File: config.mk
export PLATFORM = sky130hd
export DESIGN_NAME = sbus_frame_decoder
export DESIGN_NICKNAME = d
export VERILOG_FILES = /design/src/hdl/sfd_pkg.sv /design/src/hdl/sfd_ram.sv /design/src/hdl/sfd_front.sv /design/src/hdl/sfd_token_q.sv /design/src/hdl/sfd_back.sv /design/src/hdl/sbus_frame_decoder.sv
export SDC_FILE = /design/constraint.sdc
export NUM_CORES = 1
export LEC_CHECK = 0
export ABC_AREA = 1
export BUFFER_PORTS_ARGS = -buffer_cell sky130_fd_sc_hd__buf_2
export CORE_MARGIN = 1.5
export CORE_UTILIZATION = 55
export DETAILED_ROUTE_END_ITERATION = 16
export GPL_TIMING_DRIVEN = 1
export MAX_ROUTING_LAYER = met4
export PLACE_DENSITY = 0.83
export SLEW_MARGIN = 0
export SYNTH_ARGS = -nofsm -noshare
export SYNTH_HDL_FRONTEND = slang
export SYNTH_HIERARCHICAL = 1
export SYNTH_SLANG_ARGS = --single-unit
File: constraint.sdc
create_clock -name clk -period 3.6 [get_ports clk]
set_input_delay 0.18 -clock clk [delete_from_list [all_inputs] [get_ports clk]]
set_output_delay 0.18 -clock clk [all_outputs]
set_load 0.02 [all_outputs]
File: src/hdl/sfd_pkg.sv
// Shared types and constants for the SBUS frame decoder.
// No dependencies; imported by every module of the decoder except sfd_ram.
package sfd_pkg;

  localparam int BYTE_W          = 8;
  localparam int PAYLOAD_BYTES   = 24;
  localparam int ANALOG_CHANNELS = 16;
  localparam int CHAN_W          = 11;
  localparam int FLAG_BYTE       = 22;
  localparam int ANALOG_BYTES    = ANALOG_CHANNELS * CHAN_W / 8;
  localparam int IDX_W           = $clog2(PAYLOAD_BYTES);
  localparam int CNT_W           = $clog2(PAYLOAD_BYTES + 1);
  localparam int ADDR_W          = IDX_W + 1;
  localparam int ACC_W           = CHAN_W - 1 + BYTE_W;
  localparam int NBITS_W         = $clog2(ACC_W + 1);
  localparam int CH_NUM_W        = $clog2(ANALOG_CHANNELS);
  localparam int OUT_IDX_W       = 5;
  localparam int CFG_IDX_W       = 3;
  localparam int TOKQ_DEPTH      = 2;
  localparam int TOKQ_PTR_W      = $clog2(TOKQ_DEPTH);
  localparam int TOKQ_CNT_W      = $clog2(TOKQ_DEPTH + 1);

  typedef enum logic [CFG_IDX_W-1:0] {
    REG_HEADER,
    REG_FOOTER,
    REG_DIG_A,
    REG_DIG_B,
    REG_LOST,
    REG_FAILSAFE
  } cfg_reg_t;

  typedef struct packed {
    logic [BYTE_W-1:0] header;
    logic [BYTE_W-1:0] footer;
    logic [BYTE_W-1:0] dig_a_mask;
    logic [BYTE_W-1:0] dig_b_mask;
    logic [BYTE_W-1:0] lost_mask;
    logic [BYTE_W-1:0] fs_mask;
  } cfg_t;

  localparam cfg_t CFG_RESET = '{
    header:     8'h0F,
    footer:     8'h00,
    dig_a_mask: 8'h01,
    dig_b_mask: 8'h02,
    lost_mask:  8'h04,
    fs_mask:    8'h08
  };

  typedef struct packed {
    logic              en;
    logic [ADDR_W-1:0] addr;
    logic [BYTE_W-1:0] data;
  } ram_wr_t;

  typedef struct packed {
    logic              en;
    logic [ADDR_W-1:0] addr;
  } ram_rd_t;

  typedef struct packed {
    logic empty;
    logic full;
    logic bank;
  } tokq_stat_t;

  typedef enum logic [2:0] {
    BK_IDLE,
    BK_FLAG,
    BK_RUN,
    BK_DIG_A,
    BK_DIG_B
  } bk_state_t;

endpackage

File: src/hdl/sfd_ram.sv
// Generic single-write, single-read RAM with registered read data.
// Holds both payload banks; no package dependency.
module sfd_ram #(
  parameter int WIDTH = 8,
  parameter int DEPTH = 64,
  localparam int AW   = $clog2(DEPTH)
) (
  input  logic             clk,
  input  logic             we,
  input  logic [AW-1:0]    waddr,
  input  logic [WIDTH-1:0] wdata,
  input  logic             re,
  input  logic [AW-1:0]    raddr,
  output logic [WIDTH-1:0] rdata
);

  logic [WIDTH-1:0] mem [DEPTH];
  logic [WIDTH-1:0] rdata_r;

  always_ff @(posedge clk) begin
    if (we) begin
      mem[waddr] <= wdata;
    end
  end

  always_ff @(posedge clk) begin
    if (re) begin
      rdata_r <= mem[raddr];
    end
  end

  assign rdata = rdata_r;

endmodule

File: src/hdl/sfd_front.sv
// Byte front end: header/footer framing, byte count and payload writes.
// Depends on sfd_pkg; hands finished frames to the token queue.
module sfd_front
  import sfd_pkg::*;
(
  input  logic              clk,
  input  logic              rst_n,
  input  logic              in_push,
  input  logic [BYTE_W-1:0] in_rx_byte,
  input  cfg_t              cfg,
  input  logic              q_full,
  output ram_wr_t           wr,
  output logic              tok_push,
  output logic              tok_bank
);

  logic [CNT_W-1:0]  count_r, count_nxt;
  logic [BYTE_W-1:0] prev_r, prev_nxt;
  logic              bank_r, bank_nxt;
  logic              accept;
  logic              start;
  logic              last_byte;

  assign accept    = in_push && !q_full;
  assign start     = (in_rx_byte == cfg.header) && (prev_r == cfg.footer);
  assign last_byte = (count_r == CNT_W'(PAYLOAD_BYTES - 1));

  always_comb begin
    count_nxt = count_r;
    prev_nxt  = prev_r;
    bank_nxt  = bank_r;
    wr.en     = 1'b0;
    wr.addr   = {bank_r, count_r[IDX_W-1:0]};
    wr.data   = in_rx_byte;
    tok_push  = 1'b0;
    tok_bank  = bank_r;
    if (accept) begin
      prev_nxt = in_rx_byte;
      if (start) begin
        count_nxt = '0;
      end else begin
        wr.en = 1'b1;
        if (last_byte) begin
          count_nxt = '0;
          prev_nxt  = cfg.footer;
          tok_push  = 1'b1;
          bank_nxt  = ~bank_r;
        end else begin
          count_nxt = count_r + 1'b1;
        end
      end
    end
  end

  always_ff @(posedge clk) begin
    if (!rst_n) begin
      count_r <= '0;
      prev_r  <= CFG_RESET.footer;
      bank_r  <= 1'b0;
    end else begin
      count_r <= count_nxt;
      prev_r  <= prev_nxt;
      bank_r  <= bank_nxt;
    end
  end

  a_frame_restart: assert property (@(posedge clk) disable iff (!rst_n)
    tok_push |=> (count_r == '0) && (prev_r == $past(cfg.footer)))
    else $error("front did not restart after a frame");

endmodule

File: src/hdl/sfd_token_q.sv
// Two-entry queue of finished-frame tokens (payload bank ids).
// Depends on sfd_pkg; sits between front end and back end.
module sfd_token_q
  import sfd_pkg::*;
(
  input  logic       clk,
  input  logic       rst_n,
  input  logic       push,
  input  logic       push_bank,
  input  logic       pop,
  output tokq_stat_t stat
);

  logic                  bank_q_r [TOKQ_DEPTH];
  logic [TOKQ_PTR_W-1:0] wr_ptr_r, wr_ptr_nxt;
  logic [TOKQ_PTR_W-1:0] rd_ptr_r, rd_ptr_nxt;
  logic [TOKQ_CNT_W-1:0] cnt_r, cnt_nxt;

  always_comb begin
    wr_ptr_nxt = push ? wr_ptr_r + 1'b1 : wr_ptr_r;
    rd_ptr_nxt = pop ? rd_ptr_r + 1'b1 : rd_ptr_r;
    cnt_nxt    = cnt_r;
    if (push && !pop) begin
      cnt_nxt = cnt_r + 1'b1;
    end else if (pop && !push) begin
      cnt_nxt = cnt_r - 1'b1;
    end
    stat.empty = (cnt_r == '0);
    stat.full  = (cnt_r == TOKQ_CNT_W'(TOKQ_DEPTH));
    stat.bank  = bank_q_r[rd_ptr_r];
  end

  always_ff @(posedge clk) begin
    if (push) begin
      bank_q_r[wr_ptr_r] <= push_bank;
    end
  end

  always_ff @(posedge clk) begin
    if (!rst_n) begin
      wr_ptr_r <= '0;
      rd_ptr_r <= '0;
      cnt_r    <= '0;
    end else begin
      wr_ptr_r <= wr_ptr_nxt;
      rd_ptr_r <= rd_ptr_nxt;
      cnt_r    <= cnt_nxt;
    end
  end

  a_no_underflow: assert property (@(posedge clk) disable iff (!rst_n)
    pop |-> (cnt_r != '0))
    else $error("token queue popped while empty");

  a_no_overflow: assert property (@(posedge clk) disable iff (!rst_n)
    push |-> ((cnt_r != TOKQ_CNT_W'(TOKQ_DEPTH)) || pop))
    else $error("token queue pushed while full");

endmodule

File: src/hdl/sfd_back.sv
// Back end: reads one payload bank, unpacks channels and drives the result register.
// Depends on sfd_pkg; reads the payload RAM and pops the token queue.
module sfd_back
  import sfd_pkg::*;
(
  input  logic                 clk,
  input  logic                 rst_n,
  input  cfg_t                 cfg,
  input  tokq_stat_t           tq,
  input  logic [BYTE_W-1:0]    rd_data,
  output ram_rd_t              rd,
  output logic                 tok_pop,
  input  logic                 out_pop,
  output logic                 out_empty,
  output logic [OUT_IDX_W-1:0] out_channel_index,
  output logic [CHAN_W-1:0]    out_channel_value,
  output logic                 out_failsafe,
  output logic                 out_frame_lost,
  output logic                 out_last_of_frame
);

  bk_state_t            state_r, state_nxt;
  logic [BYTE_W-1:0]    flags_r, flags_nxt;
  logic [ACC_W-1:0]     acc_r, acc_nxt;
  logic [NBITS_W-1:0]   nbits_r, nbits_nxt;
  logic [IDX_W-1:0]     rd_idx_r, rd_idx_nxt;
  logic [CH_NUM_W-1:0]  ch_r, ch_nxt;
  logic                 inflight_r, inflight_nxt;
  logic                 out_valid_r, out_valid_nxt;
  logic [OUT_IDX_W-1:0] out_index_r, out_index_nxt;
  logic [CHAN_W-1:0]    out_value_r, out_value_nxt;
  logic                 out_fs_r, out_fs_nxt;
  logic                 out_lf_r, out_lf_nxt;
  logic                 out_last_r, out_last_nxt;
  logic                 slot_free;
  logic                 fs;
  logic                 lf;

  assign slot_free = !out_valid_r || out_pop;
  assign fs        = |(flags_r & cfg.fs_mask);
  assign lf        = |(flags_r & cfg.lost_mask);

  always_comb begin
    state_nxt     = state_r;
    flags_nxt     = flags_r;
    acc_nxt       = acc_r;
    nbits_nxt     = nbits_r;
    rd_idx_nxt    = rd_idx_r;
    ch_nxt        = ch_r;
    inflight_nxt  = inflight_r;
    out_valid_nxt = out_valid_r && !out_pop;
    out_index_nxt = out_index_r;
    out_value_nxt = out_value_r;
    out_fs_nxt    = out_fs_r;
    out_lf_nxt    = out_lf_r;
    out_last_nxt  = out_last_r;
    rd.en         = 1'b0;
    rd.addr       = {tq.bank, rd_idx_r};
    tok_pop       = 1'b0;
    case (state_r)
      BK_IDLE: begin
        if (!tq.empty) begin
          rd.en     = 1'b1;
          rd.addr   = {tq.bank, IDX_W'(FLAG_BYTE)};
          state_nxt = BK_FLAG;
        end
      end
      BK_FLAG: begin
        flags_nxt    = rd_data;
        acc_nxt      = '0;
        nbits_nxt    = '0;
        rd_idx_nxt   = '0;
        ch_nxt       = '0;
        inflight_nxt = 1'b0;
        state_nxt    = BK_RUN;
      end
      BK_RUN: begin
        if (inflight_r) begin
          acc_nxt      = acc_r | (ACC_W'(rd_data) << nbits_r);
          nbits_nxt    = nbits_r + NBITS_W'(BYTE_W);
          inflight_nxt = 1'b0;
        end else if (nbits_r < NBITS_W'(CHAN_W)) begin
          rd.en        = 1'b1;
          rd_idx_nxt   = rd_idx_r + 1'b1;
          inflight_nxt = 1'b1;
        end else if (slot_free) begin
          out_valid_nxt = 1'b1;
          out_index_nxt = OUT_IDX_W'(ch_r);
          out_value_nxt = acc_r[CHAN_W-1:0];
          out_fs_nxt    = fs;
          out_lf_nxt    = lf;
          out_last_nxt  = 1'b0;
          acc_nxt       = acc_r >> CHAN_W;
          nbits_nxt     = nbits_r - NBITS_W'(CHAN_W);
          ch_nxt        = ch_r + 1'b1;
          if (ch_r == CH_NUM_W'(ANALOG_CHANNELS - 1)) begin
            state_nxt = BK_DIG_A;
          end
        end
      end
      BK_DIG_A: begin
        if (slot_free) begin
          out_valid_nxt = 1'b1;
          out_index_nxt = OUT_IDX_W'(ANALOG_CHANNELS);
          out_value_nxt = CHAN_W'(|(flags_r & cfg.dig_a_mask));
          out_fs_nxt    = fs;
          out_lf_nxt    = lf;
          out_last_nxt  = 1'b0;
          state_nxt     = BK_DIG_B;
        end
      end
      BK_DIG_B: begin
        if (slot_free) begin
          out_valid_nxt = 1'b1;
          out_index_nxt = OUT_IDX_W'(ANALOG_CHANNELS + 1);
          out_value_nxt = CHAN_W'(|(flags_r & cfg.dig_b_mask));
          out_fs_nxt    = fs;
          out_lf_nxt    = lf;
          out_last_nxt  = 1'b1;
          tok_pop       = 1'b1;
          state_nxt     = BK_IDLE;
        end
      end
      default: begin
        state_nxt = BK_IDLE;
      end
    endcase
  end

  always_ff @(posedge clk) begin
    if (!rst_n) begin
      state_r     <= BK_IDLE;
      inflight_r  <= 1'b0;
      out_valid_r <= 1'b0;
    end else begin
      state_r     <= state_nxt;
      inflight_r  <= inflight_nxt;
      out_valid_r <= out_valid_nxt;
    end
  end

  always_ff @(posedge clk) begin
    flags_r     <= flags_nxt;
    acc_r       <= acc_nxt;
    nbits_r     <= nbits_nxt;
    rd_idx_r    <= rd_idx_nxt;
    ch_r        <= ch_nxt;
    out_index_r <= out_index_nxt;
    out_value_r <= out_value_nxt;
    out_fs_r    <= out_fs_nxt;
    out_lf_r    <= out_lf_nxt;
    out_last_r  <= out_last_nxt;
  end

  assign out_empty         = !out_valid_r;
  assign out_channel_index = out_index_r;
  assign out_channel_value = out_value_r;
  assign out_failsafe      = out_fs_r;
  assign out_frame_lost    = out_lf_r;
  assign out_last_of_frame = out_last_r;

  a_fetch_only_short: assert property (@(posedge clk) disable iff (!rst_n)
    inflight_r |-> (state_r == BK_RUN) && (nbits_r < NBITS_W'(CHAN_W)))
    else $error("byte fetch in flight with a full channel buffered");

  a_token_held: assert property (@(posedge clk) disable iff (!rst_n)
    (state_r != BK_IDLE) |-> !tq.empty)
    else $error("back end working without a frame token");

  a_pop_marks_last: assert property (@(posedge clk) disable iff (!rst_n)
    tok_pop |=> out_valid_r && out_last_r)
    else $error("frame released without its last word");

endmodule

File: src/hdl/sbus_frame_decoder.sv
// Input: one byte per cycle while in_full is low; in_full rises only while both payload banks await unpacking.
// First word of a frame: after its last byte come the token queue entry, the flag byte
// read, two payload byte fetches and the result register. A frame yields 18 words; the
// payload RAM's one read port bounds unpacking, while the front end fills the other bank.
// Reset: synchronous, active low; clears counters, queues and config to defaults.
// The payload RAM is not cleared: every entry read is written first.
module sbus_frame_decoder
  import sfd_pkg::*;
(
  input  logic                 clk,
  input  logic                 rst_n,
  input  logic                 in_push,
  output logic                 in_full,
  input  logic [BYTE_W-1:0]    in_rx_byte,
  output logic                 out_empty,
  input  logic                 out_pop,
  output logic [OUT_IDX_W-1:0] out_channel_index,
  output logic [CHAN_W-1:0]    out_channel_value,
  output logic                 out_failsafe,
  output logic                 out_frame_lost,
  output logic                 out_last_of_frame,
  input  logic                 cfg_we,
  input  logic [CFG_IDX_W-1:0] cfg_index,
  input  logic [BYTE_W-1:0]    cfg_data
);

  cfg_t              cfg_r;
  ram_wr_t           wr;
  ram_rd_t           rd;
  tokq_stat_t        tq;
  logic              tok_push;
  logic              tok_bank;
  logic              tok_pop;
  logic [BYTE_W-1:0] rd_data;

  always_ff @(posedge clk) begin
    if (!rst_n) begin
      cfg_r <= CFG_RESET;
    end else if (cfg_we) begin
      case (cfg_reg_t'(cfg_index))
        REG_HEADER:   cfg_r.header     <= cfg_data;
        REG_FOOTER:   cfg_r.footer     <= cfg_data;
        REG_DIG_A:    cfg_r.dig_a_mask <= cfg_data;
        REG_DIG_B:    cfg_r.dig_b_mask <= cfg_data;
        REG_LOST:     cfg_r.lost_mask  <= cfg_data;
        REG_FAILSAFE: cfg_r.fs_mask    <= cfg_data;
        default: begin
        end
      endcase
    end
  end

  assign in_full = tq.full;

  sfd_front u_front (
    .clk        (clk),
    .rst_n      (rst_n),
    .in_push    (in_push),
    .in_rx_byte (in_rx_byte),
    .cfg        (cfg_r),
    .q_full     (tq.full),
    .wr         (wr),
    .tok_push   (tok_push),
    .tok_bank   (tok_bank)
  );

  sfd_ram #(
    .WIDTH (BYTE_W),
    .DEPTH (2 ** ADDR_W)
  ) u_ram (
    .clk   (clk),
    .we    (wr.en),
    .waddr (wr.addr),
    .wdata (wr.data),
    .re    (rd.en),
    .raddr (rd.addr),
    .rdata (rd_data)
  );

  sfd_token_q u_tokq (
    .clk       (clk),
    .rst_n     (rst_n),
    .push      (tok_push),
    .push_bank (tok_bank),
    .pop       (tok_pop),
    .stat      (tq)
  );

  sfd_back u_back (
    .clk               (clk),
    .rst_n             (rst_n),
    .cfg               (cfg_r),
    .tq                (tq),
    .rd_data           (rd_data),
    .rd                (rd),
    .tok_pop           (tok_pop),
    .out_pop           (out_pop),
    .out_empty         (out_empty),
    .out_channel_index (out_channel_index),
    .out_channel_value (out_channel_value),
    .out_failsafe      (out_failsafe),
    .out_frame_lost    (out_frame_lost),
    .out_last_of_frame (out_last_of_frame)
  );

endmodule
==> out/metrics.cfg <==
[status]
status = finished, final reports clean

[worst_setup_path]
critPathKind = reg2reg
arrival_ns = 3.31
reg2reg_slack_ns = 0.55
start_kind = register
endpoint_kind = register
required_ns = 3.86
path_max_fanout = 8

[power_and_ir_drop]
p_leak_nw = 11.60
switchingPower_mw = 5.854
p_int_mw = 13.18
total_power_mw = 19.03
p_comb_share_pct = 21.0
swShare_pct = 30.76
p_per_area_nw_per_um2 = 618.0
seqPwrFrac_pct = 46.3
pwr-share-clk_pct = 32.6
vdd_ir_drop_max_mv = 0.3861

[grt]
grt_pass1_vias = 19870
track_usage_pct = 26.54
overflow = 0
grt_max_degree = 114
grt_first_pass_wirelength_um = 106700
antenna_found_initial = 0

[detailed_routing]
drc = 0
wl_um = 68130
first_pass_iters = 10
ant_nets = 0
vias_per_cell = 5.898
drtIter0Drc = 2635
vias = 20400
wl_per_cell_um = 19.70

[timing]
slew_headroom_pct = 20.92
fin_crit_ns = 3.048
rsz0062_at_grt = false
hold_viol_final = 0
worst_pin_slew_ns = 1.180
final-setup-viol-count = 0
max_freq_mhz = 328.0
setup_total_negative_slack_ns = 0
final.period_utilization_pct = 84.68
fin_skew_ns = 0.02540
slew_violations = 0

[synth]
synthFlopType = edfxtp_1
synthSimpleGateAreaFrac_pct = 25.69
synth_area_um2 = 28290
synth-edff-count = 581
synthXorXnorAreaFrac_pct = 0.06191
ys_ff_latch = 653
synth_compound_area_share_pct = 1.703
synth_area_per_cell_um2 = 10.39
synth_nets = 2752
seq_area_frac_synth_pct = 66.76
netlist_instances = 2722
synth-adder-area-share_pct = 0.2653
synthMuxAreaShare_pct = 0.03980
synth_top_family_by_area = simple AND/OR/NAND/NOR gates
synth-async-reset-ratio_pct = 0
yosysWarnings = 6
ys_types = 37

[clocking]
hold_buffers = 9
clockBufferDepth = 3
cts_tree = yes
clk_latency_ns = 0.64
clkSlewWorstSetupHoldPaths_ns = 0.06
cts_inserted_buffers = 61
cts_resized = 0
cts_sinks = 653
htree_levels = 2
cts_setup_buffers = 0
cts_root_buf = clkbuf_16

[cells_and_area]
seq_area_um2 = 18890
layout.nets = 2765
n_fill_cell = 3848
syn_to_final_growth_pct = 8.840
diodes = 0
multi_input_area_um2 = 7878
drive_above_1_share_pct = 8.615

[floorplanning]
start_util_pct = 56.05
boundaryPins = 45
die_h_um = 229.8
die_w_um = 229.8
fp.coreArea_um2 = 50480
dieArea_um2 = 52810
num_rows = 82

[placement]
portBuffers = 44
hpwl_um = 40520
place_congestion = 0.9353

[run]
max-cap-violations = 0

[worst_hold_path]
hold_class = in2reg

cells in the final DEF (no fill, tap or decap), types with 3 or more instances in the layout:
cell	n
nand2_2	11
nor2_1	206
clkbuf_16	62
clkinv_1	10
inv_2	14
inv_1	111
buf_2	44
dlygate4sd3_1	9
edfxtp_1	581
nor3_1	3
a31oi_1	8
nor2_2	7
a221oi_1	4
o21ai_1	10
clkbuf_1	15
clkinv_2	17
buf_4	37
ha_1	6
inv_6	3
nor4_1	8
nand4_1	13
a21oi_1	39
bufinv_16	4
a22o_1	4
buf_12	10
dfxtp_1	72
o21ai_0	16
nor2_4	12
nand2_1	883
nand3_1	544
clkinvlp_4	4
critical path: stages, from the launching register on:
cell     delay (ns)
dfxtp_1        0.34
inv_1          0.09
nand2_1        0.06
nand2_1        0.07
nor2_1         0.05
nand2_1        0.07
nor2_1         0.07
a21oi_1        0.48
nand4_1        0.64
nor2_1         0.82
flip-flops by register name, summed over array words and instances (netlist names), 8 cells and up, named ones only:
name,count
cfg_r,48
u_back/acc_r,18
u_back/flags_r,8
u_back/out_channel_value,11
u_front/prev_r,8
u_ram/mem,512
u_ram/rdata,8
metrics by stage:
step                      setup WS [ns]  utilization, %  instances  cell area [µm²]  hold slack [ns]
after global placement           0.7800           57.04       3335            28790           0.4297
after detailed placement         0.7347           57.04       3335            28790           0.4375
after floorplan                  0.7971               -       2722            28290           0.2932
after CTS                        0.6668           61.00       3458            30790         0.001986
final                            0.5516           61.00       3458            30790          0.01621
after global routing             0.4177           61.00       3458            30790          0.02177
path summary, 6_finish.rpt:
| path | end | startpoint | cells past startpoint |
|---|---|---|---|
| worst min register to register | cfg_r[27] | cfg_r[27] | 2 |
| worst max-delay path | u_ram/mem[42][1] | cfg_r[34] | 9 |
| worst max register to register | u_ram/mem[42][1] | cfg_r[34] | 9 |
| worst min-delay path | cfg_r[24] | cfg_index[0] | 5 |
layout make-up:
class | count | area share [%]
Clock buffer | 77 | 5.221
Clock inverter | 37 | 0.9792
Inverter | 128 | 1.589
Multi-Input combinational cell | 1791 | 25.58
Sequential cell | 653 | 61.34
Tap cell | 672 | 2.730
Timing Repair Buffer | 100 | 2.560
cell families (layout without fill, tap and decap cells):
family          count (synthesis)  in the layout
simple gates                 1696           1696
fa+ha+maj                       6              6
xor+xnor                        2              2
buf+inv                       278            342
flops                         653            653
mux                             1              1
compound gates                 86             86
power by group through the flow:
stage                     registers, mW  clock network, mW  logic, mW
after floorplan                    8.91                  0       3.00
after global placement             8.95                  0       3.78
after detailed placement           8.97                  0       3.89
after CTS                          8.81               6.30       3.94
after global routing               8.84               6.58       4.38
final                              8.82               6.21       4.01
cell usage after synthesis, types with 4 or more instances:
library cell / number / area (µm²)
nand2_1: 883 / 3314
edfxtp_1: 581 / 17450
nand3_1: 544 / 2723
nor2_1: 208 / 780.8
inv_1: 112 / 420.4
dfxtp_1: 72 / 1441
buf_2: 48 / 240.2
buf_6: 40 / 450.4
a21oi_1: 39 / 195.2
buf_4: 31 / 232.7
clkbuf_1: 18 / 67.56
o21ai_0: 16 / 80.08
inv_2: 14 / 52.55
nand4_1: 13 / 81.33
buf_1: 11 / 41.29
nand2_2: 11 / 68.82
nor2_4: 11 / 123.9
o21ai_1: 10 / 50.05
a31oi_1: 9 / 56.30
nor4_1: 8 / 50.05
ha_1: 6 / 75.07
nor2_2: 6 / 37.54
a221oi_1: 4 / 35.03
a22o_1: 4 / 35.03
nor3_1: 4 / 20.02
metal layers:
layer,share of wire (%),vias up,track usage (%),wire length [µm]
li1,-,9298,-,-
met1,38,9669,33.45,25580
met2,48,1209,42.37,32890
met3,9.9,220,4.439,6751
met4,4.3,0,12.05,2915
met5,0,-,-,0
Note: power is estimated with default switching activity, not from simulation.
